## src/assert_macros.svh

```systemverilog
// Assertion helpers, clocked on clk and held off while rst_n is low.
`ifndef ASSERT_MACROS_SVH
`define ASSERT_MACROS_SVH
`ifndef NO_ASSERTIONS
`define ASSERT_IMP(lbl, ante, cons, msg) \
    lbl: assert property (@(posedge clk) disable iff (!rst_n) (ante) |-> (cons)) \
        else $error(msg);
`define ASSERT_NXT(lbl, ante, cons, msg) \
    lbl: assert property (@(posedge clk) disable iff (!rst_n) (ante) |=> (cons)) \
        else $error(msg);
`else
`define ASSERT_IMP(lbl, ante, cons, msg)
`define ASSERT_NXT(lbl, ante, cons, msg)
`endif
`endif

```

## src/ppos_pkg.sv

```systemverilog
package ppos_pkg;

    localparam int MAX_WALLS_DEF = 64;
    localparam int COORD_W       = 12;
    localparam int WALL_W        = 4 * COORD_W;
    localparam int Q_W           = 21;
    localparam int IDX_W         = 6;
    localparam int COUNT_W       = 7;
    localparam int REACH_W       = 16;
    localparam int PADDR_W       = 3;
    localparam int PDATA_W       = 32;

    localparam int DIV_NW = 64;
    localparam int DIV_DW = 41;
    localparam int DIV_QW = 24;
    localparam int SQRT_XW = 48;

    localparam logic REG_WALL_COUNT = 1'b0;
    localparam logic REG_REACH      = 1'b1;

    localparam logic signed [Q_W-1:0] Q_MAX = {1'b0, {(Q_W-1){1'b1}}};
    localparam logic signed [Q_W-1:0] Q_MIN = {1'b1, {(Q_W-1){1'b0}}};

    typedef struct packed {
        logic shift;
        logic load;
    } ppos_cell_ctl_t;

    function automatic logic signed [Q_W-1:0] sat_q(input logic signed [25:0] v);
        logic signed [Q_W-1:0] r;
        if (v > 26'(Q_MAX))
            r = Q_MAX;
        else if (v < 26'(Q_MIN))
            r = Q_MIN;
        else
            r = v[Q_W-1:0];
        return r;
    endfunction

endpackage

```

## src/ppos_cell.sv

```systemverilog
module ppos_cell import ppos_pkg::*;
(
    input  logic               clk,
    input  ppos_cell_ctl_t     ctl,
    input  logic [WALL_W-1:0]  wr_data,
    input  logic [WALL_W-1:0]  shift_in,
    output logic [WALL_W-1:0]  wall
);

    logic [WALL_W-1:0] wall_reg;

    always_ff @(posedge clk)
    begin
        if (ctl.load)
            wall_reg <= wr_data;
        else if (ctl.shift)
            wall_reg <= shift_in;
    end

    assign wall = wall_reg;

endmodule

```

## config.mk

```make
export PLATFORM = sky130hd
export DESIGN_NAME = ppos_cell
export DESIGN_NICKNAME = d
export VERILOG_FILES = /design/src/assert_macros.svh /design/src/ppos_pkg.sv /design/src/ppos_cell.sv
export SDC_FILE = /design/constraint.sdc
export NUM_CORES = 1
export LEC_CHECK = 0
export ABC_AREA = 0
export ABC_CLOCK_PERIOD_IN_PS = 2100
export BUFFER_PORTS_ARGS = -buffer_cell sky130_fd_sc_hd__buf_2
export CAP_MARGIN = 20
export CORE_ASPECT_RATIO = 1.1
export CORE_MARGIN = 3
export CORE_UTILIZATION = 38
export CTS_BUF_LIST = sky130_fd_sc_hd__clkbuf_16
export CTS_CLUSTER_DIAMETER = 100
export DETAILED_ROUTE_END_ITERATION = 10
export PLACE_DENSITY_LB_ADDON = 0.1
export SLEW_MARGIN = 10
export SYNTH_ARGS = -nofsm -noshare
export SYNTH_HDL_FRONTEND = slang
export SYNTH_SLANG_ARGS = --single-unit
```

## constraint.sdc

```tcl
create_clock -name clk -period 2.1 [get_ports clk]
set_clock_uncertainty 0.05 [all_clocks]
set_input_delay 0.105 -clock clk [delete_from_list [all_inputs] [get_ports clk]]
set_output_delay 0.105 -clock clk [all_outputs]
set_load 0.02 [all_outputs]
```

## Yosys cells after proc, flatten, opt, wreduce, memory -nomap -nowiden

Index checks and enable logic that the tools add are counted.

- Memories kept: 0
- Flip-flop bits (word level): 48
- Memory bits (writable): 0
- Bits in latches: 0
- Bits in read-only memories: 0
- Output and inout port bits: 48
- Word-level logic and storage cells: 4

- Muxes and demuxes: 2
- Add/sub/neg operators: 0
- Magnitude comparators: 0
- Bitwise operators: 0
- Reductions and logical operators: 1
- Shift operators: 0
- Div/mod/pow operators: 0
- Equal/unequal tests: 0
- $mul: 0

Operators by type and width:

| operator | count |
|---|---|
| two-way mux 48 bit | 2 |
| nonzero test 2 bit | 1 |

## Longest topological paths before layout

- Depth after elaboration: 2
- Gate-level depth with buffers: 3
- Mapped depth without buffers: 1

## Worst setup path before layout

Ideal clock, no wire load.

- Path kind: input port to flip-flop
- From: input ctl[0] (netlist bit)
- To: register wall_reg[0] (netlist: wall[0]), enable pin
- Stages: 3
- Slack: 0.143 ns
- Arrival time: 1.499 ns
- Cells stage by stage: buf_6 -> buf_6 -> or2_1

- Cells in the longest elaborated chain, start to end: 1

RTL lines:

| element | line | source |
|---|---|---|
| start: declaration | ppos_cell.sv:4 | `input ppos_cell_ctl_t ctl,` |
| nonzero test 2 bit (no line) | - |  |
| end signal: assignment | ppos_cell.sv:15 | `wall_reg <= wr_data;` |
| end signal: assignment | ppos_cell.sv:17 | `wall_reg <= shift_in;` |
| end: declaration | ppos_cell.sv:10 | `logic [WALL_W-1:0] wall_reg;` |

Every way passes these cells.
A chain may end at the register's enable or synchronous reset.

## Worst setup path in the final report

- From: input ctl[0] (netlist bit)
- To: register wall_reg[35] (netlist: wall[35]) (data pin)

- Cells in the longest elaborated chain, start to end: 1

RTL lines:

| element | line | source |
|---|---|---|
| two-way mux 48 bit | ppos_cell.sv:14 | `if (ctl.load)` |

Every way passes these cells.

==> impl_metrics.tcl <==
set metrics [dict create \
    htreeDepth 2 \
    finalSetupViolations 0 \
    antenna_found_initial 0 \
    final_layout_size_suffix_gt1_share_pct 79.84 \
    synth_cell_types 6 \
    grt_pass1_vias 1446 \
    critPathSlowestCell "buf_4" \
    holdPathEnd "wall[40]$_DFFE_PP_" \
    post_cts_resized 0 \
    period_minus_slack_ns 1.185 \
    dieArea_mm2 0.006361 \
    wl_met1_um 1748 \
    critPathArrivalTime_ns 1.16 \
    path_cells "buf_2, buf_4, mux2_2" \
    initial_core_util_pct 40.25 \
    via_count 1462 \
    synthToLayoutAreaGrowth_pct 45.58 \
    rsz0062_at_grt "false" \
    crit_type "primary input to flip-flop" \
    yosys_register_bits 48 \
    final-hold-violation-count 0 \
    final_cells 326 \
    end_kind "flip-flop" \
    synth_nets 201 \
    drcViolationCount 0 \
    ir_drop_uv 329.1 \
    dp.cells 316 \
    tns_ns 0 \
    slowest_delay_ns 0.51 \
    synthCells 102 \
    wl_met3_um 479 \
    drv_slew 0 \
    finalPower_mw 2.387 \
    fin_hold_ws_ns 0.07376 \
    fin_util_pct 58.60 \
    final_cell_mix "buf_2, edfxtp_1, mux2_2" \
    nets 351 \
    cap_violations 0 \
    hold_path_class "primary input to flip-flop" \
    start_kind "primary input" \
    fmax_mhz 844.1 \
    largest_register_ffs 48 \
    max-slew-margin-rel_pct 57.10 \
    worst-path-buf-inv 2 \
    synthTopCellsByArea "edfxtp_1, mux2_2, mux2_4" \
    routedWlPerCell_um 13.86 \
    ant_nets 0 \
    io_pins 147 \
    first_pass_iters 4 \
    grt_max_degree 49 \
    numPortBuffers 146 \
    detail_route.iter0.violations 30 \
    num_rows 27 \
    cts_setup_buffers 0 \
    die_w_um 76.32 \
    p_per_area_mw_per_mm2 793.4 \
    cts.sink_count 48 \
    dp_hpwl_um 3377 \
    period_share_pct 56.42 \
    coreArea_mm2 0.005135 \
    routed_wl_um 4519 \
    synth_top_area_cell "edfxtp_1" \
    grt_first_pass_wirelength_um 6906 \
    fp.dieH_um 83.35 \
    clk_pin_slew_worst_paths_ns 0.06 \
    wl_met2_um 2206 \
    synth_seq_area_share_pct 69.73 \
    status "completed" \
    hp-start "wr_data[40]" \
    power_leakage_nw 1.381 \
    crit_path_max_fanout 48 \
    hold_buffers 0 \
    final_common_cell "buf_2" \
    synth_area_mm2 0.002067 \
    worst_pin_slew_ns 0.6435 \
    cts_tree "yes" \
    hold_depth 2 \
    crit_required_ns 2.08 \
    cts-root-buf "clkbuf_16" \
    cts_made_buffers 5 \
    gp_congestion 0.7630 \
    vias_per_cell 4.485 \
    postSynthAreaPerCell_um2 20.26 \
    top_layer_used "met4" \
    grt-ovfl-total 0 \
    yosysTopAreaCellShare_pct 69.73 \
    cts.path.max_buffers 2 \
    track_usage_pct 13.72 \
    crit_family "buffers and inverters" \
    ys_warn_count 0 \
]
==> worst max-delay path by stage <==
| stage | from | endpoint | slack, ns | cells after the start |
|---|---|---|---|---|
| after detailed placement | ctl[0] | wall[36]$_DFFE_PP_ | 0.56 | 2 |
| after global routing | ctl[0] | wall[35]$_DFFE_PP_ | 0.87 | 3 |
| after global placement | ctl[1] | wall[41]$_DFFE_PP_ | 0.57 | 2 |
| after CTS | ctl[0] | wall[36]$_DFFE_PP_ | 0.86 | 2 |
| final | ctl[0] | wall[35]$_DFFE_PP_ | 0.92 | 3 |
| after floorplan | ctl[0] | wall[0]$_DFFE_PP_ | 0.14 | 3 |
==> per-stage QoR <==
step,cell area [µm²],setup slack (ns)
2_1_floorplan,2067,0.1431
3_3_place_gp,2850,0.5727
3_5_place_dp,2850,0.5650
4_1_cts,2987,0.8625
5_1_grt,3007,0.8668
6_report,3009,0.9153
==> where the power goes <==
group          switching, mW  internal, mW
logic                  0.250         0.209
registers             0.0211          1.18
clock network          0.303         0.428
total                  0.574          1.81
==> metal layers <==
metal / global-route usage [%] / up-vias
li1: - / 702
met1: 15.40 / 665
met2: 22.94 / 87
met3: 5.531 / 8
met4: 5.931 / 0
met5: 0 / -
==> final cells by class <==
cell class,count,area (µm²)
sequential,48,1441
fill,462,2126
multi-input combinational,49,580.6
clock buffer,5,125.1
antenna,1,2.502
clock inverter,3,11.26
tap,72,90.09
timing repair buffer,148,758.2
==> cells in the mapped netlist, drive strengths merged <==
| cell | instances |
|---|---|
| or2 | 1 |
| buf | 5 |
| mux2 | 48 |
| edfxtp | 48 |
==> logic make-up (layout without fill, tap and decap cells) <==
group / count (synthesis) / count (layout) / share of synthesized area (%)
other cells: 0 / 1 / 0
mux: 48 / 48 / 27.78
flops: 48 / 48 / 69.73
buf+inv: 5 / 156 / 2.179
simple gates: 1 / 1 / 0.3029
Note: power is estimated with default switching activity, not from simulation.
