===== src/assert_macros.svh =====
// Assertion helpers, clocked on clk and held off while rst_n is low.
`ifndef ASSERT_MACROS_SVH
`define ASSERT_MACROS_SVH
`ifndef NO_ASSERTIONS
`define ASSERT_IMP(lbl, ante, cons, msg) \
    lbl: assert property (@(posedge clk) disable iff (!rst_n) (ante) |-> (cons)) \
        else $error(msg);
`define ASSERT_NXT(lbl, ante, cons, msg) \
    lbl: assert property (@(posedge clk) disable iff (!rst_n) (ante) |=> (cons)) \
        else $error(msg);
`else
`define ASSERT_IMP(lbl, ante, cons, msg)
`define ASSERT_NXT(lbl, ante, cons, msg)
`endif
`endif


===== src/ppos_pkg.sv =====
package ppos_pkg;

    localparam int MAX_WALLS_DEF = 64;
    localparam int COORD_W       = 12;
    localparam int WALL_W        = 4 * COORD_W;
    localparam int Q_W           = 21;
    localparam int IDX_W         = 6;
    localparam int COUNT_W       = 7;
    localparam int REACH_W       = 16;
    localparam int PADDR_W       = 3;
    localparam int PDATA_W       = 32;

    localparam int DIV_NW = 64;
    localparam int DIV_DW = 41;
    localparam int DIV_QW = 24;
    localparam int SQRT_XW = 48;

    localparam logic REG_WALL_COUNT = 1'b0;
    localparam logic REG_REACH      = 1'b1;

    localparam logic signed [Q_W-1:0] Q_MAX = {1'b0, {(Q_W-1){1'b1}}};
    localparam logic signed [Q_W-1:0] Q_MIN = {1'b1, {(Q_W-1){1'b0}}};

    typedef struct packed {
        logic shift;
        logic load;
    } ppos_cell_ctl_t;

    function automatic logic signed [Q_W-1:0] sat_q(input logic signed [25:0] v);
        logic signed [Q_W-1:0] r;
        if (v > 26'(Q_MAX))
            r = Q_MAX;
        else if (v < 26'(Q_MIN))
            r = Q_MIN;
        else
            r = v[Q_W-1:0];
        return r;
    endfunction

endpackage


===== src/ppos_sqrt.sv =====
module ppos_sqrt import ppos_pkg::*;
#(
    parameter int XW = SQRT_XW
)
(
    input  logic            clk,
    input  logic            rst_n,
    input  logic            start,
    input  logic [XW-1:0]   x,
    output logic            busy,
    output logic [XW/2-1:0] root
);

    localparam int RW = XW / 2;
    localparam int CW = (RW > 1) ? $clog2(RW) : 1;

    logic          busy_reg;
    logic [CW-1:0] cnt_reg;
    logic [XW-1:0] x_reg;
    logic [RW-1:0] root_reg;
    logic [RW+1:0] rem_reg;
    logic [RW+3:0] t;
    logic [RW+3:0] trial;
    logic          ge;

    assign t     = {rem_reg, x_reg[XW-1:XW-2]};
    assign trial = {2'b00, root_reg, 2'b01};
    assign ge    = t >= trial;

    always_ff @(posedge clk or negedge rst_n)
    begin
        if (!rst_n)
        begin
            busy_reg <= 1'b0;
            cnt_reg  <= '0;
        end
        else if (start)
        begin
            busy_reg <= 1'b1;
            cnt_reg  <= CW'(RW - 1);
        end
        else if (busy_reg)
        begin
            cnt_reg <= cnt_reg - 1'b1;
            if (cnt_reg == '0)
                busy_reg <= 1'b0;
        end
    end

    always_ff @(posedge clk)
    begin
        if (start)
        begin
            x_reg    <= x;
            root_reg <= '0;
            rem_reg  <= '0;
        end
        else if (busy_reg)
        begin
            x_reg    <= {x_reg[XW-3:0], 2'b00};
            rem_reg  <= ge ? (RW+2)'(t - trial) : t[RW+1:0];
            root_reg <= {root_reg[RW-2:0], ge};
        end
    end

    assign busy = busy_reg;
    assign root = root_reg;

endmodule


===== config.mk =====
export PLATFORM = sky130hd
export DESIGN_NAME = ppos_sqrt
export DESIGN_NICKNAME = d
export VERILOG_FILES = /design/src/assert_macros.svh /design/src/ppos_pkg.sv /design/src/ppos_sqrt.sv
export SDC_FILE = /design/constraint.sdc
export NUM_CORES = 1
export LEC_CHECK = 0
export BUFFER_PORTS_ARGS = -buffer_cell sky130_fd_sc_hd__buf_2
export CAP_MARGIN = 20
export CORE_MARGIN = 5
export CORE_UTILIZATION = 60
export CTS_CLUSTER_SIZE = 30
export DETAILED_ROUTE_END_ITERATION = 8
export HOLD_SLACK_MARGIN = 0.1
export PLACE_DENSITY_LB_ADDON = 0.08
export SYNTH_ARGS = -nofsm -noshare
export SYNTH_HDL_FRONTEND = slang
export SYNTH_SLANG_ARGS = --single-unit

===== constraint.sdc =====
create_clock -name clk -period 7 [get_ports clk]
set_input_delay 1.4 -clock clk [delete_from_list [all_inputs] [get_ports clk]]
set_output_delay 1.4 -clock clk [all_outputs]
set_load 0.01 [all_outputs]

* Yosys cells after proc, flatten, opt, wreduce, memory -nomap -nowiden
Index checks and enable logic that the tools add are counted.
** Cells by class
- Order comparisons :: 1
- Add/subtract/negate cells :: 2
- Shifts and indexed selects :: 0
- Bitwise gates (word level) :: 0
- Mux-type cells :: 8
- Equal/unequal tests :: 0
- Reductions and logical operators :: 2
- $mul :: 0
- Div/mod/pow operators :: 0
** Operators by type and width (number)
- 48-bit 2-to-1 mux :: 2
- 28-bit by 26-bit greater-or-equal comparator with 1-bit output :: 1
- 26-bit 2-to-1 mux :: 1
- 26-bit subtractor :: 1
- 5-bit 2-to-1 mux :: 2
- 5-bit zero test :: 1
- 5-bit by 1-bit subtractor with 5-bit output, second input constant :: 1
- 1-bit 2-to-1 mux :: 3
- 2-bit nonzero test :: 1
** Storage, ports and cells
- Input port bits :: 51
- Bits in writable memories :: 0
- Bits in latches :: 0
- Logic and storage cells :: 18
- ROM bits :: 0
- Memories :: 0
- Output and inout port bits :: 25
- Register bits after elaboration :: 104

* Longest topological paths before layout
- Depth after elaboration :: 4
- Mapped depth :: 12
- Gate-level depth less buffers :: 9

* Least setup slack after synthesis
No wires, ideal clock.
- Path type :: input port to flip-flop
- Start point :: input port start
- End point :: register x_reg[0] (enable)
- Required time :: 6.616 ns
- Setup slack :: 4.002 ns
- Arrival :: 2.614 ns
- Path buffers :: 2
- Stages :: 3
- Setup time :: 0.384 ns
- Path through :: clkbuf_1 > clkbuf_1 > or2_2
** On the way
- Cells in the longest elaborated chain, start to end :: 1
** Ends and longest elaborated chain
- start, declared :: RTL line ppos_sqrt.sv:8 : input logic start,
- 2-bit nonzero test (no line)
- end signal, assigned :: RTL line ppos_sqrt.sv:60 : x_reg <= {x_reg[XW-3:0], 2'b00};
- end, declared :: RTL line ppos_sqrt.sv:19 : logic [XW-1:0] x_reg;
Every way passes these cells.
A chain may end at the register's enable or synchronous reset.

* Final worst setup path
- Start point :: register root_reg[9] (netlist: root[9])
- End point :: register rem_reg[1]
** On the way
- Cells in the longest elaborated chain, start to end :: 2
** Ends and longest elaborated chain
- start, declared :: RTL line ppos_sqrt.sv:20 : logic [RW-1:0] root_reg;
- start signal, assigned :: RTL line ppos_sqrt.sv:62 : root_reg <= {root_reg[RW-2:0], ge};
- 28-bit by 26-bit greater-or-equal comparator with 1-bit output :: RTL line ppos_sqrt.sv:28 : assign ge = t >= trial;
- 26-bit 2-to-1 mux :: RTL line ppos_sqrt.sv:61 : rem_reg <= ge ? (RW+2)'(t - trial) : t[RW+1:0];
- end signal, assigned :: RTL line ppos_sqrt.sv:61
- end, declared :: RTL line ppos_sqrt.sv:21 : logic [RW+1:0] rem_reg;
Every way passes these cells.

==> impl_metrics.csv <==
group,metric,value,unit
outcome,outcome,"completed",
clocking,postCtsResizedCells,0,
synthesis,postSynth.topFlopCell,"sky130_fd_sc_hd__dfxtp_1",
synthesis,syn_nets,667,
detailed_routing,vias_per_cell,5.79,
synthesis,yosysSeqAreaShare,43.2,%
cells_and_area,layout_common_cells,"sky130_fd_sc_hd__buf_2, sky130_fd_sc_hd__nor2_1, sky130_fd_sc_hd__dfxtp_1",
detailed_routing,drc,0,
synthesis,synthMuxAreaShare,14.5,%
min_path,holdPathStages,2,
timing,finalClockSkew,0.0122,ns
timing,maxSlewHeadroom,31.4,%
cells_and_area,design_area_final,6600,µm²
grt,initial_antenna_violation_count,0,
synthesis,synthesis.yosys.warnings,0,
placement,port_buffers,75,
grt,first_global_vias,4287,
cells_and_area,layout_commonest_cell,"sky130_fd_sc_hd__buf_2",
cells_and_area,sequential_cell_area,2590,µm²
synthesis,synth_compound_area_share,15.6,%
synthesis,synth-adder-area-share,5.84,%
worst_setup_path,reg2reg_from,"root[9]$_SDFFE_PP0P_",
timing,setup_violations,0,
cells_and_area,num-nets-final,726,
synthesis,postSynthAreaPerCell,10.2,µm²
detailed_routing,detail_route.wl_per_cell,15.5,µm
worst_setup_path,crit_path_cell_trace,"inv_1, ha_1, a21oi_2, o21ai_1, a221oi_4, o211ai_2, o31ai_4, buf_4, nor3_1, a311o_1",
synthesis,async_set_reset_flop_share_out_of_synthesis,5.77,%
power_and_ir_drop,power.density_cell_area,380,nW/µm²
clocking,cts-htree-levels,3,
power_and_ir_drop,peakVddDrop,0.157,mV
min_path,worst_hold_startpoint,"rem_reg[18]$_SDFFE_PP0P_",
worst_setup_path,timing.critical_path.required,7.27,ns
cells_and_area,final_layout_size_suffix_gt1_share,23.2,%
worst_setup_path,ff2ff_path_depth,10,
floorplanning,effective_utilization_at_floorplan,61.4,%
clocking,post-cts-setup-buffers,0,
worst_setup_path,worst_setup_path_startpoint,"root[9]$_SDFFE_PP0P_",
grt,global_route_overflow,0,
worst_setup_path,crit_path_end_kind,"flop",
detailed_routing,detail_route.wirelength,12100,µm
detailed_routing,drt-initial-drc-count,336,
worst_setup_path,critical-path-slowest-cell,"sky130_fd_sc_hd__o31ai_4",
placement,globalplace.congestion,0.881,
synthesis,synth_cell_types,64,
floorplanning,floorplan.die.width,110,µm
power_and_ir_drop,p_leak,2.85,nW
clocking,cts-buffers-inserted,9,
floorplanning,fp-row-count,36,
cells_and_area,antenna_cells,0,
clocking,hold_buffers,0,
timing,finalCriticalPeriod,3.52,ns
cells_and_area,num-fill-cells,794,
clocking,clock_sinks,104,
clocking,cts_tree,"built",
grt,grt_max_degree,80,
synthesis,netlist_instances,588,
timing,drv_slew,0,
timing,hold_viol_final,0,
floorplanning,die_h,110,µm
job,drv.max_cap_violation_count,0,
clocking,clockBufferDepth,2,
synthesis,synth.cell_area,6000,µm²
detailed_routing,drt_pass1_iterations,5,
detailed_routing,count_of_vias_placed_by_the_detailed_router,4543,
worst_setup_path,timing.critical_path.slowest_cell_delay,0.89,ns
timing,finalCritPeriodShare,50.2,%
timing,worst_slew_pin_slew,1.03,ns
synthesis,synth-xor-area-share,2.92,%
floorplanning,core_area,9770,µm²
synthesis,main_combinational_cell_family_by_area_after_synthesis,"compound AO/OA/AOI/OAI gates",
worst_setup_path,crit_path_start_kind,"flop",
clocking,cts-root-buf,"sky130_fd_sc_hd__clkbuf_8",
synthesis,synth-simple-area-share,13.3,%
grt,grt_pass1_wl,19500,µm
worst_setup_path,critical_path_peak_fanout,24,
synthesis,synth-edff-count,48,
min_path,hold_path.class,"flop to flop",
grt,grt_util_all_layers,20.1,%
synthesis,register_bit_total_from_synthesis,104,
cells_and_area,area_of_combinational_cells_with_multiple_inputs,3130,µm²
cells_and_area,largest_reg_flops,48,
cells_and_area,area_delta_synth_final,9.97,%
timing,finalSetupTns,0,ns
placement,postPlaceCellArea,6410,µm²
clocking,path_clk_slew,0.10,ns
clocking,clock_latency,0.37,ns
floorplanning,ios,76,
worst_setup_path,ws_path_type,"flop to flop",
detailed_routing,antenna_left,0,
placement,dp_hpwl,8460,µm
timing,maxClockFrequency,284,MHz
worst_setup_path,cp.arrival,3.78,ns
timing,grt_setup_unrepaired,"no",
floorplanning,dieArea,12100,µm²
-- cells in the mapped netlist, types with 11 or more instances --
| master | number | area share, % |
|---|---|---|
| sky130_fd_sc_hd__nand2_1 | 36 | 2.3 |
| sky130_fd_sc_hd__xnor2_1 | 11 | 1.6 |
| sky130_fd_sc_hd__a21oi_1 | 29 | 2.4 |
| sky130_fd_sc_hd__ha_1 | 28 | 5.8 |
| sky130_fd_sc_hd__edfxtp_1 | 48 | 24 |
| sky130_fd_sc_hd__o21ai_0 | 12 | 1.0 |
| sky130_fd_sc_hd__nor2_1 | 67 | 4.2 |
| sky130_fd_sc_hd__inv_1 | 32 | 2.0 |
| sky130_fd_sc_hd__mux2_2 | 46 | 8.6 |
| sky130_fd_sc_hd__dfxtp_1 | 50 | 17 |
| sky130_fd_sc_hd__clkbuf_1 | 21 | 1.3 |
| sky130_fd_sc_hd__a211oi_1 | 17 | 2.1 |
| sky130_fd_sc_hd__or3_1 | 11 | 1.1 |
| sky130_fd_sc_hd__mux2i_1 | 35 | 5.8 |
-- area by class of cell --
class / instances / share of cell area, %
clock inverters: 4 / 0.455
repair buffers: 79 / 6.37
well taps: 133 / 2.52
multi-input cells: 420 / 47.4
clock buffers: 12 / 2.05
inverters: 33 / 1.88
flip-flops and latches: 104 / 39.3
-- kinds of logic (layout without fill, tap and decap cells) --
kind of cell | after synthesis | in the layout
mux | 81 | 81
buf+inv | 64 | 128
xor+xnor | 20 | 20
flops | 104 | 104
compound gates | 123 | 123
simple gates | 168 | 168
fa+ha+maj | 28 | 28
-- per-stage QoR --
| step | util, % | hold WS, ns | std cells | power (mW) | setup WS (ns) |
|---|---|---|---|---|---|
| 4_1_cts | 67.3 | 0.504 | 784 | 2.50 | 3.50 |
| 5_1_grt | 67.5 | 0.536 | 785 | 2.69 | 3.24 |
| 3_5_place_dp | 65.6 | 0.491 | 768 | 2.16 | 3.49 |
| 2_1_floorplan | - | 0.467 | 588 | 1.94 | 4.00 |
| 3_3_place_gp | 65.6 | 0.490 | 768 | 2.13 | 3.64 |
| 6_report | 67.5 | 0.506 | 785 | 2.51 | 3.48 |
-- routing by layer --
layer  global-route usage (%)  vias up  share of wire (%)
met3                     3.15       14                5.0
li1                         -     2268                  -
met5                        0        -                  0
met2                     32.0      109                 47
met1                     27.4     2152                 47
met4                     8.10        0               0.92
-- final timing paths --
| check | end | slack, ns |
|---|---|---|
| setup reg to reg | rem_reg[1]$_SDFFE_PP0P_ | 3.48 |
| hold / removal | rem_reg[20]$_SDFFE_PP0P_ | 0.51 |
| hold reg to reg | rem_reg[20]$_SDFFE_PP0P_ | 0.51 |
| max in group asynchronous | busy$_DFF_PN0_ | 6.01 |
| min in group asynchronous | cnt_reg[3]$_DFFE_PN0P_ | 0.84 |
| setup / recovery | rem_reg[1]$_SDFFE_PP0P_ | 3.48 |
-- worst max-delay path: cells and delay by family (launching register included) --
| kind | cells | cell delay, ns |
|---|---|---|
| AOI/OAI and AO/OA | 6 | 2.07 |
| buffers and inverters | 2 | 0.48 |
| adders and majority gates | 1 | 0.41 |
| DFF | 1 | 0.39 |
| and+or+nand+nor | 1 | 0.09 |
-- where the power goes --
part	internal, mW	switching (mW)	total (mW)
Sequential	0.734	0.0590	0.793
Clock	0.131	0.204	0.336
Combinational	0.608	0.771	1.38
Total	1.47	1.03	2.51
No activity file was read; power rests on OpenSTA's default activity.
