==> src/assert_macros.svh <==
// Assertion helpers, clocked on clk and held off while rst_n is low.
`ifndef ASSERT_MACROS_SVH
`define ASSERT_MACROS_SVH
`ifndef NO_ASSERTIONS
`define ASSERT_IMP(lbl, ante, cons, msg) \
    lbl: assert property (@(posedge clk) disable iff (!rst_n) (ante) |-> (cons)) \
        else $error(msg);
`define ASSERT_NXT(lbl, ante, cons, msg) \
    lbl: assert property (@(posedge clk) disable iff (!rst_n) (ante) |=> (cons)) \
        else $error(msg);
`else
`define ASSERT_IMP(lbl, ante, cons, msg)
`define ASSERT_NXT(lbl, ante, cons, msg)
`endif
`endif

==> src/ppos_pkg.sv <==
package ppos_pkg;

    localparam int MAX_WALLS_DEF = 64;
    localparam int COORD_W       = 12;
    localparam int WALL_W        = 4 * COORD_W;
    localparam int Q_W           = 21;
    localparam int IDX_W         = 6;
    localparam int COUNT_W       = 7;
    localparam int REACH_W       = 16;
    localparam int PADDR_W       = 3;
    localparam int PDATA_W       = 32;

    localparam int DIV_NW = 64;
    localparam int DIV_DW = 41;
    localparam int DIV_QW = 24;
    localparam int SQRT_XW = 48;

    localparam logic REG_WALL_COUNT = 1'b0;
    localparam logic REG_REACH      = 1'b1;

    localparam logic signed [Q_W-1:0] Q_MAX = {1'b0, {(Q_W-1){1'b1}}};
    localparam logic signed [Q_W-1:0] Q_MIN = {1'b1, {(Q_W-1){1'b0}}};

    typedef struct packed {
        logic shift;
        logic load;
    } ppos_cell_ctl_t;

    function automatic logic signed [Q_W-1:0] sat_q(input logic signed [25:0] v);
        logic signed [Q_W-1:0] r;
        if (v > 26'(Q_MAX))
            r = Q_MAX;
        else if (v < 26'(Q_MIN))
            r = Q_MIN;
        else
            r = v[Q_W-1:0];
        return r;
    endfunction

endpackage

==> src/ppos_div.sv <==
module ppos_div import ppos_pkg::*;
#(
    parameter int NW = DIV_NW,
    parameter int DW = DIV_DW,
    parameter int QW = DIV_QW
)
(
    input  logic          clk,
    input  logic          rst_n,
    input  logic          start,
    input  logic [NW-1:0] num,
    input  logic [DW-1:0] den,
    output logic          busy,
    output logic [QW-1:0] quo
);

    localparam int CW = (QW > 1) ? $clog2(QW) : 1;

    logic          busy_reg;
    logic [CW-1:0] cnt_reg;
    logic [DW-1:0] rem_reg;
    logic [DW-1:0] den_reg;
    logic [QW-1:0] sh_reg;
    logic [DW:0]   trial;
    logic          ge;

    // numerator is known to give a quotient below 2^QW
    assign trial = {rem_reg, sh_reg[QW-1]};
    assign ge    = trial >= {1'b0, den_reg};

    always_ff @(posedge clk or negedge rst_n)
    begin
        if (!rst_n)
        begin
            busy_reg <= 1'b0;
            cnt_reg  <= '0;
        end
        else if (start)
        begin
            busy_reg <= 1'b1;
            cnt_reg  <= CW'(QW - 1);
        end
        else if (busy_reg)
        begin
            cnt_reg <= cnt_reg - 1'b1;
            if (cnt_reg == '0)
                busy_reg <= 1'b0;
        end
    end

    always_ff @(posedge clk)
    begin
        if (start)
        begin
            rem_reg <= DW'(num[NW-1:QW]);
            sh_reg  <= num[QW-1:0];
            den_reg <= den;
        end
        else if (busy_reg)
        begin
            rem_reg <= ge ? DW'(trial - {1'b0, den_reg}) : trial[DW-1:0];
            sh_reg  <= {sh_reg[QW-2:0], ge};
        end
    end

    assign busy = busy_reg;
    assign quo  = sh_reg;

endmodule

==> config.mk <==
export PLATFORM = sky130hd
export DESIGN_NAME = ppos_div
export DESIGN_NICKNAME = d
export VERILOG_FILES = /design/src/assert_macros.svh /design/src/ppos_pkg.sv /design/src/ppos_div.sv
export SDC_FILE = /design/constraint.sdc
export NUM_CORES = 1
export LEC_CHECK = 0
export ABC_AREA = 0
export BUFFER_PORTS_ARGS = -buffer_cell sky130_fd_sc_hd__buf_2
export CORE_ASPECT_RATIO = 0.8
export CORE_MARGIN = 2
export CORE_UTILIZATION = 61
export DETAILED_ROUTE_END_ITERATION = 6
export HOLD_SLACK_MARGIN = 0.06
export PLACE_DENSITY = 0.86
export SYNTH_ARGS = -nofsm -noshare
export SYNTH_HDL_FRONTEND = slang
export SYNTH_SLANG_ARGS = --single-unit
==> constraint.sdc <==
create_clock -name clk -period 6.5 [get_ports clk]
set_input_delay 0 -clock clk [delete_from_list [all_inputs] [get_ports clk]]
set_output_delay 0 -clock clk [all_outputs]
set_load 0.03 [all_outputs]
### Word level (Yosys, flattened, before mapping)

Index checks and enable logic that the tools add are counted.

| operators by class | value |
|---|---|
| $add $sub $neg | 2 |
| order comparisons | 1 |
| multiplexer cells | 10 |
| reductions and logical operators | 2 |

Operator list:

| operator | number |
|---|---|
| $mux 40 | 2 |
| $mux 24 | 2 |
| $ge 42x41->1 | 1 |
| $mux 41 | 1 |
| $sub 41x41->41 | 1 |
| $mux 5 | 2 |
| $logic_not 5->1 | 1 |
| $sub 5x1->5 const B | 1 |
| $mux 1 | 3 |
| $reduce_bool 2->1 | 1 |

| storage, ports and cells | value |
|---|---|
| register bits | 112 |
| input bits | 108 |
| output and inout port bits | 25 |
| logic and storage cells | 21 |

### Logic depth before layout (Yosys ltp)

Gate-level depths: netlist of run 1.

| depth | value |
|---|---|
| depth in word-level cells | 4 |
| gate-level depth with buffers | 15 |

### Worst setup path after synthesis of run 1

OpenSTA, ideal clock, no wires.

| path | value |
|---|---|
| kind | flip-flop to flip-flop |
| start point | register sh_reg[23] (netlist: quo[23]) |
| end point | register rem_reg[12] (data pin) |
| arrival | 2.968 ns |
| setup slack | 3.272 ns |
| stages on the path, launching flop included | 14 |
| buffers on the path | 1 |
| clock period less this slack | 3.228 ns |
| cells stage by stage | edfxtp_1 -> inv_1 -> ha_1 -> inv_1 -> fa_1 -> a21oi_1 -> o22ai_1 -> o31ai_2 -> nor3_2 -> a211oi_1 -> o211ai_2 -> buf_6 -> mux2_4 -> mux2_2 |

| between the ends | value |
|---|---|
| cells in the longest elaborated chain, start to end | 4 |

RTL lines:

| item | line | source |
|---|---|---|
| from (decl) | ppos_div.sv:23 | `logic [QW-1:0] sh_reg;` |
| from (signal assigned) | ppos_div.sv:56 | `sh_reg <= num[QW-1:0];` |
| from (signal assigned) | ppos_div.sv:62 | `sh_reg <= {sh_reg[QW-2:0], ge};` |
| $sub 41x41->41 or $ge 42x41->1 (tied branches) | ppos_div.sv:61, ppos_div.sv:29 |  |
| $mux 41 * | ppos_div.sv:61 | `rem_reg <= ge ? DW'(trial - {1'b0, den_reg}) : trial[DW-1:0];` |
| $mux 40 * | ppos_div.sv:59 | `else if (busy_reg)` |
| $mux 40 * | ppos_div.sv:53 | `if (start)` |
| to (signal assigned) | ppos_div.sv:55 | `rem_reg <= DW'(num[NW-1:QW]);` |
| to (signal assigned) | ppos_div.sv:61 |  |
| to (decl) | ppos_div.sv:21 | `logic [DW-1:0] rem_reg;` |

Mark *: on every way between the ends. The rest lies on a longest branch, timed or not. The select of a mux whose other input is x is not followed.
A chain may end at the register's enable or synchronous reset.

### Worst setup path in the final report of run 1

Same ends and word-level chain as after synthesis.

==> results of run 1 <==
==> timing repair <==
| item | CTS | global route |
|---|---|---|
| hold buffers | 102 | 0 |
| setup endpoints to repair | 0 | 0 |
| endpoints found under the hold margin | 106 | 0 |
| setup buffers | 0 | 0 |
==> Yosys cell counts, drive strengths merged, types with 7 or more instances <==
master / count
a211oi: 8
a21o: 15
a21oi: 58
a31oi: 11
and3: 9
buf: 14
clkbuf: 18
edfxtp: 105
ha: 43
inv: 55
mux2: 46
nand2: 51
nand2b: 8
nand3: 10
nand4: 9
nor2: 44
nor2b: 9
nor3: 14
nor3b: 7
nor4: 7
o21ai: 33
o31ai: 8
xnor2: 22
xor2: 13
==> cell type report <==
type	instances	area (µm²)	area share [%]
Sequential cell	112	3323	35.86
Multi-Input combinational cell	491	3557	38.38
Tap cell	148	185.2	1.998
Inverter	55	206.4	2.228
Clock inverter	6	63.81	0.6885
Timing Repair Buffer	237	1707	18.42
Clock buffer	9	225.2	2.430
==> where the power goes <==
part	total [mW]	switching [mW]	internal, mW	leakage, nW
Sequential	1.13	0.107	1.02	1.15
Combinational	2.13	1.24	0.897	2.67
Clock	0.553	0.283	0.269	0.139
==> critical path: cells and delay by family, from the launching register on <==
kind	cells	cell delay, ns
adders and majority gates	2	0.55
AOI/OAI and AO/OA	5	1.23
DFF	1	0.42
buffers and inverters	3	0.49
muxes	2	0.66
and+or+nand+nor	1	0.08
==> how the worst max path moves through the flow <==
stage / startpoint / end / slack [ns] / cells after the start
2_1_floorplan: quo[23] / rem_reg[12] / 3.27 / 13
3_3_place_gp: quo[23] / rem_reg[22] / 2.95 / 13
3_5_place_dp: quo[23] / rem_reg[34] / 2.82 / 13
4_1_cts: quo[23] / rem_reg[23] / 2.82 / 13
5_1_grt: quo[23] / rem_reg[4] / 2.61 / 13
6_report: quo[23] / rem_reg[12] / 2.75 / 13
==> kinds of logic after synthesis <==
kind of cell | Yosys count | synth area share (%)
AND/OR/NAND/NOR | 186 | 12.92
buffers and inverters | 87 | 5.278
XOR/XNOR | 35 | 4.226
multiplexers | 51 | 7.934
flip-flops | 112 | 45.81
AO/OA/AOI/OAI | 175 | 16.14
adder cells (fa/ha/maj) | 44 | 7.692
==> through the flow <==
step | hold slack [ns] | cells | setup WS, ns
2_1_floorplan | -0.2956 | 690 | 3.272
3_3_place_gp | -0.1770 | 941 | 2.954
3_5_place_dp | -0.1713 | 941 | 2.818
4_1_cts | 0.06086 | 1058 | 2.817
5_1_grt | 0.08089 | 1058 | 2.608
6_report | 0.05963 | 1058 | 2.753
==> per-layer routing <==
layer / GRT usage [%] / vias to the layer above
li1: - / 2987
met1: 37.51 / 3025
met2: 51.78 / 305
met3: 6.445 / 39
met4: 9.214 / 0
met5: 0 / -
==> out/qor.csv, run 1 <==
stage,metric,value,unit
routing,drt_iter0_markers,484,
placed_design,place.gp.congestion,0.9567,
routing,highest_layer,met4,
logic_synthesis,syn_avg_cell_area,10.51,µm²
sta,fin_skew,0.008670,ns
sta,setup_violations,0,
logic_synthesis,synth_top_cell_by_area,edfxtp_1,
worst_setup_path,critPathMaxStageDelay,0.42,ns
logic_synthesis,synthCells,690,
placed_design,place_area,0.007958,mm²
global_routing,grt.total_usage,29.66,%
clocking,clock_latency,0.36,ns
finish,syn_to_final_growth,27.75,%
floorplan,fp.dieH,101.5,µm
power_and_ir_drop,peakVddDrop,0.2380,mV
sta,grt_setup_unrepaired,false,
worst_setup_path,path_class,reg -> reg,
clocking,cts-buffers-inserted,9,
finish,final_cell_mix,"buf_2 (131), edfxtp_1 (105), dlygate4sd3_1 (102), a21oi_1 (57), inv_1 (55)",
hold_path,worstHoldEndpoint,rem_reg[24],
routing,dr.pass1.iters,5,
logic_synthesis,ys_seq_area_share,45.81,%
worst_setup_path,path_common_cell,inv_1,
routing,wl_per_cell,17.76,µm
worst_setup_path,worst_path_max_delay_cell,edfxtp_1,
power_and_ir_drop,p_leak,3.951,nW
global_routing,grt_pass1_wl,30310,µm
power_and_ir_drop,p_per_area,411.2,mW/mm²
floorplan,ios,133,
worst_setup_path,worstSetupStartpointType,flop,
floorplan,die_w,125.9,µm
logic_synthesis,ys.flop_type,edfxtp_1,
floorplan,rows,35,
worst_setup_path,arrival,3.86,ns
routing,drc,0,
placed_design,dp_hpwl,12130,µm
routing,wl_met3,1344,µm
routing,via_per_inst,6.008,
clocking,clk_pin_slew_worst_paths,0.08,ns
routing,routed_wl,18800,µm
global_routing,grt_max_degree,87,
worst_setup_path,worst-r2r-cell-count,13,
clocking,cts.sinks,112,
clocking,cts_buffer_depth,2,
run_status,run_status,completed,
worst_setup_path,r2r_end,rem_reg[12],
sta,maxSlewHeadroom,37.36,%
finish,nFillCells,719,
sta,hold_viol_final,0,
logic_synthesis,synth-edff-count,105,
worst_setup_path,endpoint_kind,flop,
logic_synthesis,ys_types,73,
clocking,cts_root_buffer,clkbuf_16,
hold_path,hold_start,num[48],
global_routing,antenna_found_initial,0,
placed_design,portBuffers,132,
logic_synthesis,yosys-top-cells-area,"edfxtp_1 (43%), ha_1 (7.4%), mux2_2 (6.8%)",
worst_setup_path,worst-path-max-fanout,66,
logic_synthesis,synth_area,0.007254,mm²
floorplan,core_area,0.01156,mm²
logic_synthesis,synth_top_area_share,43.46,%
sta,setup-tns-final,0,ns
sta,finalMaxSlewViolations,0,
global_routing,grt-ovfl-total,0,
worst_setup_path,critPathRequiredTime,6.62,ns
job,maxCapViolCount,0,
finish,drive_above_1_share,23.08,%
logic_synthesis,syn-num-nets,842,
clocking,cts.repair.resized,0,
routing,met2WireLength,9179,µm
worst_setup_path,rrSetupSlack,2.75,ns
finish,final_area,0.009268,mm²
worst_setup_path,cp_cell_sequence,inv_1 -> ha_1 -> inv_1 -> fa_1 -> a21oi_1 -> o22ai_1 -> o31ai_2 -> nor3_2 -> a211oi_1 -> o211ai_4 -> buf_4 -> mux2_4 -> mux2_2,
finish,layout_commonest_cell,buf_2,
routing,detail-route-antenna-nets,0,
finish,diodes,0,
routing,wl_met1,7903,µm
sta,tightest_slew,0.9396,ns
sta,max_freq,266.9,MHz
finish,fin_util,80.16,%
hold_path,min_path_cells,3,
logic_synthesis,synthArstFlopShare,5.357,%
clocking,htree_levels,3,
worst_setup_path,reg2reg_from,quo[23],
power_and_ir_drop,p_total,3.811,mW
sta,period_minus_slack,3.747,ns
floorplan,start_util,62.75,%
finish,nets,1058,
routing,vias,6356,
sta,period_share,57.65,%
clocking,cts_tree,built,
hold_path,hold_class,in -> reg,
logic_synthesis,synth_seq_cells,112,
global_routing,grt_pass1_vias,6370,
logic_synthesis,yosys_warnings,0,
floorplan,die-area,0.01279,mm²
(Power assumes the default switching activity.)
==> run 2, diff against run 1 <==
--- a/config.mk
+++ b/config.mk
@@ -9,10 +9,10 @@
 export BUFFER_PORTS_ARGS = -buffer_cell sky130_fd_sc_hd__buf_2
 export CORE_ASPECT_RATIO = 0.8
 export CORE_MARGIN = 2
-export CORE_UTILIZATION = 61
+export CORE_UTILIZATION = 57
 export DETAILED_ROUTE_END_ITERATION = 6
 export HOLD_SLACK_MARGIN = 0.06
-export PLACE_DENSITY = 0.86
+export PLACE_DENSITY = 0.81
 export SYNTH_ARGS = -nofsm -noshare
 export SYNTH_HDL_FRONTEND = slang
 export SYNTH_SLANG_ARGS = --single-unit
==> constraint.sdc (replaced) <==
create_clock -name clk -period 3.8 [get_ports clk]
set_input_delay 0 -clock clk [delete_from_list [all_inputs] [get_ports clk]]
set_output_delay 0 -clock clk [all_outputs]
set_load 0.03 [all_outputs]
==> run 2 against run 1 <==
Compared with the run above:
- global-route usage shrank 1.7 points
- clock-buffer cell count grew 1
- clock skew grew 0.0038 ns
- critical path depth grew 2
- fmax grew 7.5%
- cell count grew 2.9%
- total power grew 73%
- non-clock buffer count grew 7
- die area grew 6.8%
- design area grew 1.5%
- clock power grew 79%
- largest cell class unchanged
==> out/qor.csv, run 2 (same netlist as run 1, synthesis figures left out) <==
stage,metric,value,unit,change
finish,diodes,0,,unchanged
job,maxCapViolCount,0,,unchanged
floorplan,core_area,0.01230,mm²,+6.4%
routing,routed_wl,18780,µm,about the same
floorplan,start_util,58.99,%,-3.8 points
sta,setup-tns-final,0,ns,unchanged
routing,drc,0,,unchanged
sta,setup_ws,0.3148,ns,-2.438 ns
clocking,cts_tree,built,,
sta,period_minus_slack,3.485,ns,-0.2621 ns
sta,finalMaxSlewViolations,0,,unchanged
power_and_ir_drop,clockPowerShare,15.0,%,+0.5 points
global_routing,grt-ovfl-total,0,,unchanged
routing,drt_iter0_markers,663,,+37%
placed_design,portBuffers,132,,unchanged
placed_design,place_area,0.008041,mm²,+1.1%
sta,grt_setup_unrepaired,false,,
power_and_ir_drop,p_per_area,702.9,mW/mm²,+71%
floorplan,die-area,0.01365,mm²,+6.8%
finish,drive_above_1_share,23.42,%,+0.34 points
global_routing,antenna_found_initial,0,,unchanged
floorplan,fp.dieH,104.9,µm,+3.3%
global_routing,grt_max_degree,62,,-29%
routing,wl_per_cell,17.25,µm,-2.9%
placed_design,place.gp.congestion,0.9108,,-4.8%
worst_setup_path,setup.worst_path.start,quo[23],,
routing,detail-route-antenna-nets,0,,unchanged
finish,final_area,0.009403,mm²,+1.5%
floorplan,die_w,130.1,µm,+3.3%
global_routing,grt_pass1_vias,6234,,-2.1%
sta,period_share,91.72,%,+34 points
routing,via_per_inst,5.767,,-4.0%
global_routing,grt.total_usage,27.99,%,-1.7 points
placed_design,pre_cts_ws,0.2730,ns,-2.545 ns
finish,syn_to_final_growth,29.61,%,
floorplan,ios,133,,unchanged
worst_setup_path,arrival,3.61,ns,-0.25 ns
finish,nFillCells,803,,+12%
clocking,clk_pin_slew_worst_paths,0.08,ns,about the same
finish,register_area,0.003323,mm²,unchanged
worst_setup_path,path_class,reg -> reg,,
power_and_ir_drop,p_sw_share,41.69,%,-0.97 points
floorplan,rows,36,,+2.9%
clocking,cts_root_buffer,clkbuf_16,,
power_and_ir_drop,internal_power,3.853,mW,+76%
worst_setup_path,reg2reg_from,quo[23],,
worst_setup_path,worst-path-max-fanout,14,,-79%
power_and_ir_drop,seqPwrFrac,29.2,%,-0.3 points
finish,layout_commonest_cell,buf_2,,
finish,nets,1065,,+0.66%
worst_setup_path,critPathMaxStageDelay,0.42,ns,about the same
sta,setup_violations,0,,unchanged
global_routing,grt_pass1_wl,30060,µm,-0.82%
power_and_ir_drop,peakVddDrop,0.3695,mV,+55%
power_and_ir_drop,combPwrFrac,55.8,%,-0.2 points
power_and_ir_drop,p_total,6.609,mW,+73%
finish,final_cell_mix,"buf_2 (131), edfxtp_1 (105), dlygate4sd3_1 (105), a21oi_1 (57), inv_1 (55)",,
clocking,cts.sinks,112,,unchanged
power_and_ir_drop,p_leak,4.006,nW,+1.4%
routing,dr.pass1.iters,5,,unchanged
clocking,clock_latency,0.37,ns,about the same
clocking,cts_buffer_depth,2,,unchanged
power_and_ir_drop,switching_power,2.755,mW,+69%
sta,tightest_slew,0.7310,ns,-0.2086 ns
worst_setup_path,critPathRequiredTime,3.93,ns,-2.69 ns
finish,fin_util,76.47,%,-3.7 points
worst_setup_path,worstSetupStartpointType,flop,,
routing,vias,6280,,-1.2%
hold_path,hold_class,in -> reg,,
worst_setup_path,cp_cell_sequence,inv_1 -> ha_1 -> inv_1 -> fa_1 -> a21oi_1 -> o22ai_1 -> o31ai_2 -> nor3_2 -> a211oi_2 -> o211ai_4 -> buf_4 -> buf_4 -> nor2_1 -> a21oi_1 -> mux2_2,,
sta,maxSlewHeadroom,51.27,%,+14 points
clocking,cts-buffers-inserted,9,,unchanged
placed_design,dp_hpwl,12360,µm,+1.9%
finish,multi_input_area,0.003562,mm²,+0.14%
run_status,run_status,completed,,
sta,fin_skew,0.01249,ns,+0.003824 ns
sta,hold_viol_final,0,,unchanged
hold_path,hold_start,start,,
clocking,htree_levels,3,,unchanged
worst_setup_path,endpoint_kind,flop,,
worst_setup_path,worst_path_max_delay_cell,edfxtp_1,,
sta,max_freq,286.9,MHz,+7.5%
## run 2: per-stage QoR
stage,hold slack [ns],instances
CTS,0.09175,1089
global route,0.1012,1089
finish,0.09327,1089
detailed placement,-0.1684,968
floorplan,-0.2956,690
global placement,-0.1773,968
## run 2: power groups by stage
stage                     clock network, mW  registers [mW]  logic, mW
after floorplan                           0            1.95       2.74
after global placement                    0            1.93       3.38
after detailed placement                  0            1.93       3.49
after CTS                              1.01            1.92       3.60
after global routing                   1.04            1.96       4.04
final                                 0.990            1.93       3.69
## run 2: path summary, 6_finish.rpt
check                           depth (start not counted)           to  slack [ns]
worst min-delay path                                    1  den_reg[15]        0.09
worst max register to register                         15   rem_reg[8]        0.31
max in group asynchronous                               3   cnt_reg[0]        2.99
worst max-delay path                                   15   rem_reg[8]        0.31
worst min register to register                          2   cnt_reg[1]        0.55
min in group asynchronous                               3         busy        0.58
## run 2: routing by layer
| layer | track usage (%) | share of wire [%] |
|---|---|---|
| met5 | 0 | 0 |
| met1 | 37.58 | 45 |
| met4 | 6.682 | 1.5 |
| met2 | 46.34 | 47 |
| met3 | 6.093 | 6.0 |
## run 2: area by class of cell
cell class / count / share of cell area [%]
flip-flops and latches: 112 / 35.34
repair buffers: 244 / 19.06
well taps: 171 / 2.275
multi-input cells: 491 / 37.88
clock buffers: 10 / 2.435
inverters: 55 / 2.196
clock inverters: 6 / 0.8117
## run 2: timing repair
action / in CTS / in global routing
hold endpoints to repair: 109 / 0
buffers inserted: 0 / 0
setup endpoints to repair: 0 / 3
hold buffers: 105 / 0
gates resized for setup: 0 / 1
## run 2: critical path: cells and delay by family, from the launching register on
kind | cells | cell delay (ns)
AOI/OAI and AO/OA | 6 | 1.19
adders and majority gates | 2 | 0.56
buffers and inverters | 4 | 0.53
DFF | 1 | 0.42
muxes | 1 | 0.26
and+or+nand+nor | 2 | 0.26
==> run 3, diff against run 2 <==
--- a/config.mk
+++ b/config.mk
@@ -7,12 +7,13 @@
 export LEC_CHECK = 0
 export ABC_AREA = 0
 export BUFFER_PORTS_ARGS = -buffer_cell sky130_fd_sc_hd__buf_2
-export CORE_ASPECT_RATIO = 0.8
+export CORE_ASPECT_RATIO = 0.75
 export CORE_MARGIN = 2
 export CORE_UTILIZATION = 57
 export DETAILED_ROUTE_END_ITERATION = 6
 export HOLD_SLACK_MARGIN = 0.06
 export PLACE_DENSITY = 0.81
+export REMOVE_ABC_BUFFERS = 1
 export SYNTH_ARGS = -nofsm -noshare
 export SYNTH_HDL_FRONTEND = slang
 export SYNTH_SLANG_ARGS = --single-unit
==> run 3 against run 2 <==
Compared with the run above:
- die area about the same
- via count up 1.3%
- routed wire length up 6.4%
- clock-buffer cell count down 1
- cell count down 0.28%
- critical endpoint is now rem_reg[4]
- register-to-register slack worse by 0.10 ns
- design area down 0.20%
- worst hold slack worse by 0.019 ns
- largest power group unchanged
==> out/qor.csv, run 3 (same netlist as run 1, synthesis figures left out) <==
stage,metric,value,unit,change
run_status,run_status,completed,,
power_and_ir_drop,internal_power,3.802,mW,-1.3%
floorplan,core_area,0.01235,mm²,+0.43%
hold_path,hold_class,in -> reg,,
finish,final_cell_mix,"buf_2 (131), edfxtp_1 (105), dlygate4sd3_1 (103), a21oi_1 (57), inv_1 (55)",,
routing,detail-route-antenna-nets,0,,unchanged
clocking,cts_root_buffer,clkbuf_16,,
routing,wl_per_cell,18.41,µm,+6.7%
hold_path,min_path_cells,3,,+2
global_routing,grt-ovfl-total,0,,unchanged
clocking,cts_tree,built,,
finish,layout_commonest_cell,buf_2,,
worst_setup_path,endpoint_kind,flop,,
floorplan,rows,35,,-2.8%
power_and_ir_drop,combPwrFrac,56.7,%,+0.9 points
placed_design,pre_cts_ws,0.3028,ns,+0.02984 ns
sta,hold_slack,0.07417,ns,-0.01910 ns
worst_setup_path,worst-r2r-cell-count,13,,-2
sta,period_minus_slack,3.589,ns,+0.1037 ns
worst_setup_path,worst-path-max-fanout,15,,+1
clocking,cts-buffers-inserted,9,,unchanged
global_routing,grt_pass1_vias,6314,,+1.3%
floorplan,die_w,134.3,µm,+3.2%
routing,vias,6360,,+1.3%
sta,max_freq,278.6,MHz,-2.9%
power_and_ir_drop,p_leak,4.009,nW,about the same
global_routing,grt_max_degree,52,,-16%
worst_setup_path,critPathRequiredTime,3.91,ns,-0.02 ns
job,maxCapViolCount,0,,unchanged
global_routing,grt.total_usage,29.49,%,+1.5 points
power_and_ir_drop,p_sw_share,43.00,%,+1.3 points
worst_setup_path,cp_cell_sequence,inv_1 -> ha_1 -> inv_1 -> fa_1 -> a21oi_1 -> o22ai_1 -> o31ai_2 -> nor3_2 -> a211oi_1 -> o211ai_4 -> buf_4 -> mux2_4 -> mux2_2,,
hold_path,worstHoldEndpoint,rem_reg[39],,
placed_design,place.gp.congestion,0.9560,,+5.0%
worst_setup_path,rrSetupSlack,0.21,ns,-0.10 ns
finish,syn_to_final_growth,29.35,%,
routing,drt_iter0_markers,605,,-8.7%
sta,maxSlewHeadroom,57.06,%,+5.8 points
clocking,cts_buffer_depth,2,,unchanged
clocking,cts.sinks,112,,unchanged
sta,grt_setup_unrepaired,false,,
global_routing,grt_pass1_wl,31320,µm,+4.2%
finish,nets,1066,,+0.094%
worst_setup_path,crit_buf_inv,3,,-1
worst_setup_path,worst_path_max_delay_cell,a211oi_1,,
routing,drc,0,,unchanged
power_and_ir_drop,switching_power,2.869,mW,+4.1%
routing,dr.pass1.iters,6,,+1
clocking,htree_levels,3,,unchanged
hold_path,hold_start,num[63],,
global_routing,antenna_found_initial,0,,unchanged
placed_design,dp_hpwl,13050,µm,+5.6%
power_and_ir_drop,clockPowerShare,14.4,%,-0.6 points
floorplan,start_util,58.74,%,-0.25 points
sta,setup_ws,0.2111,ns,-0.1037 ns
worst_setup_path,arrival,3.70,ns,+0.09 ns
clocking,clock_latency,0.36,ns,about the same
floorplan,fp.dieH,101.7,µm,-3.1%
sta,period_share,94.44,%,+2.7 points
power_and_ir_drop,peakVddDrop,0.3302,mV,-11%
worst_setup_path,critPathTopFamily,compound AO/OA/AOI/OAI gates,,
sta,finalMaxSlewViolations,0,,unchanged
finish,drive_above_1_share,23.72,%,+0.30 points
worst_setup_path,worstSetupStartpointType,flop,,
floorplan,ios,133,,unchanged
worst_setup_path,path_common_cell,inv_1,,
routing,via_per_inst,5.856,,+1.6%
sta,setup_violations,0,,unchanged
routing,routed_wl,19990,µm,+6.4%
worst_setup_path,path_class,reg -> reg,,
sta,fin_skew,0.01527,ns,+0.002776 ns
sta,tightest_slew,0.6386,ns,-0.09242 ns
finish,nFillCells,828,,+3.1%
floorplan,die-area,0.01365,mm²,about the same
worst_setup_path,critPathMaxStageDelay,0.42,ns,about the same
finish,fin_util,75.99,%,-0.48 points
placed_design,portBuffers,132,,unchanged
worst_setup_path,reg2reg_from,quo[23],,
worst_setup_path,r2r_end,rem_reg[4],,
power_and_ir_drop,seqPwrFrac,28.9,%,-0.3 points
sta,setup-tns-final,0,ns,unchanged
clocking,cts_setup_buffers,0,,unchanged
power_and_ir_drop,p_per_area,710.9,mW/mm²,+1.1%
sta,hold_viol_final,0,,unchanged
clocking,clk_pin_slew_worst_paths,0.08,ns,about the same
==> run 3: final cells by class <==
| type | count | area, µm² | area share (%) |
|---|---|---|---|
| Antenna cell | 1 | 2.502 | 0.02667 |
| Clock buffer | 9 | 225.2 | 2.400 |
| Sequential cell | 112 | 3323 | 35.41 |
| Clock inverter | 7 | 67.56 | 0.7200 |
| Timing Repair Buffer | 245 | 1794 | 19.12 |
| Inverter | 55 | 206.4 | 2.200 |
| Multi-Input combinational cell | 491 | 3557 | 37.91 |
| Tap cell | 166 | 207.7 | 2.213 |
==> run 3: per-layer routing <==
layer / part of all wire (%) / GRT usage, % / routed length, µm / vias up
li1: - / - / - / 3005
met1: 42 / 39.14 / 8449 / 2962
met2: 46 / 49.14 / 9266 / 346
met3: 9.1 / 7.407 / 1822 / 47
met4: 2.3 / 7.287 / 452 / 0
met5: 0 / 0 / 0 / -
==> run 3: worst max path at each step <==
stage | cells after the start | to | slack (ns) | start
2_1_floorplan | 13 | rem_reg[24] | -0.54 | quo[23]
3_3_place_gp | 13 | rem_reg[4] | 0.41 | quo[23]
3_5_place_dp | 13 | rem_reg[4] | 0.30 | quo[23]
4_1_cts | 13 | rem_reg[4] | 0.27 | quo[23]
5_1_grt | 13 | rem_reg[4] | 0.04 | quo[23]
6_report | 13 | rem_reg[4] | 0.21 | quo[23]
==> run 3: repair_timing <==
action                                 4_1_cts  5_1_grt
hold buffers                               103        0
gates resized for setup                      0        0
endpoints found under the hold margin      107        0
==> run 3: power by group through the flow <==
stage	combinational (mW)	sequential, mW	clock, mW
detailed placement	3.53	1.94	0
floorplan	2.61	1.95	0
global route	4.10	1.96	1.02
global placement	3.45	1.92	0
CTS	3.64	1.92	0.970
finish	3.78	1.93	0.962
==> run 3: worst reg2reg max path: cells and delay by family, from the launching register on <==
kind	cells	cell delay, ns
multiplexers	2	0.57
flip-flops	1	0.41
buffers and inverters	3	0.36
AND/OR/NAND/NOR	1	0.08
adder cells (fa/ha/maj)	2	0.55
AO/OA/AOI/OAI	5	1.38
==> run 3: metrics by stage <==
step | power [mW] | cells | cell area, µm²
after floorplan | 4.561 | 658 | 7078
after global placement | 5.372 | 966 | 8058
after detailed placement | 5.470 | 966 | 8058
after CTS | 6.529 | 1085 | 9382
after global routing | 7.081 | 1085 | 9382
final | 6.671 | 1086 | 9384
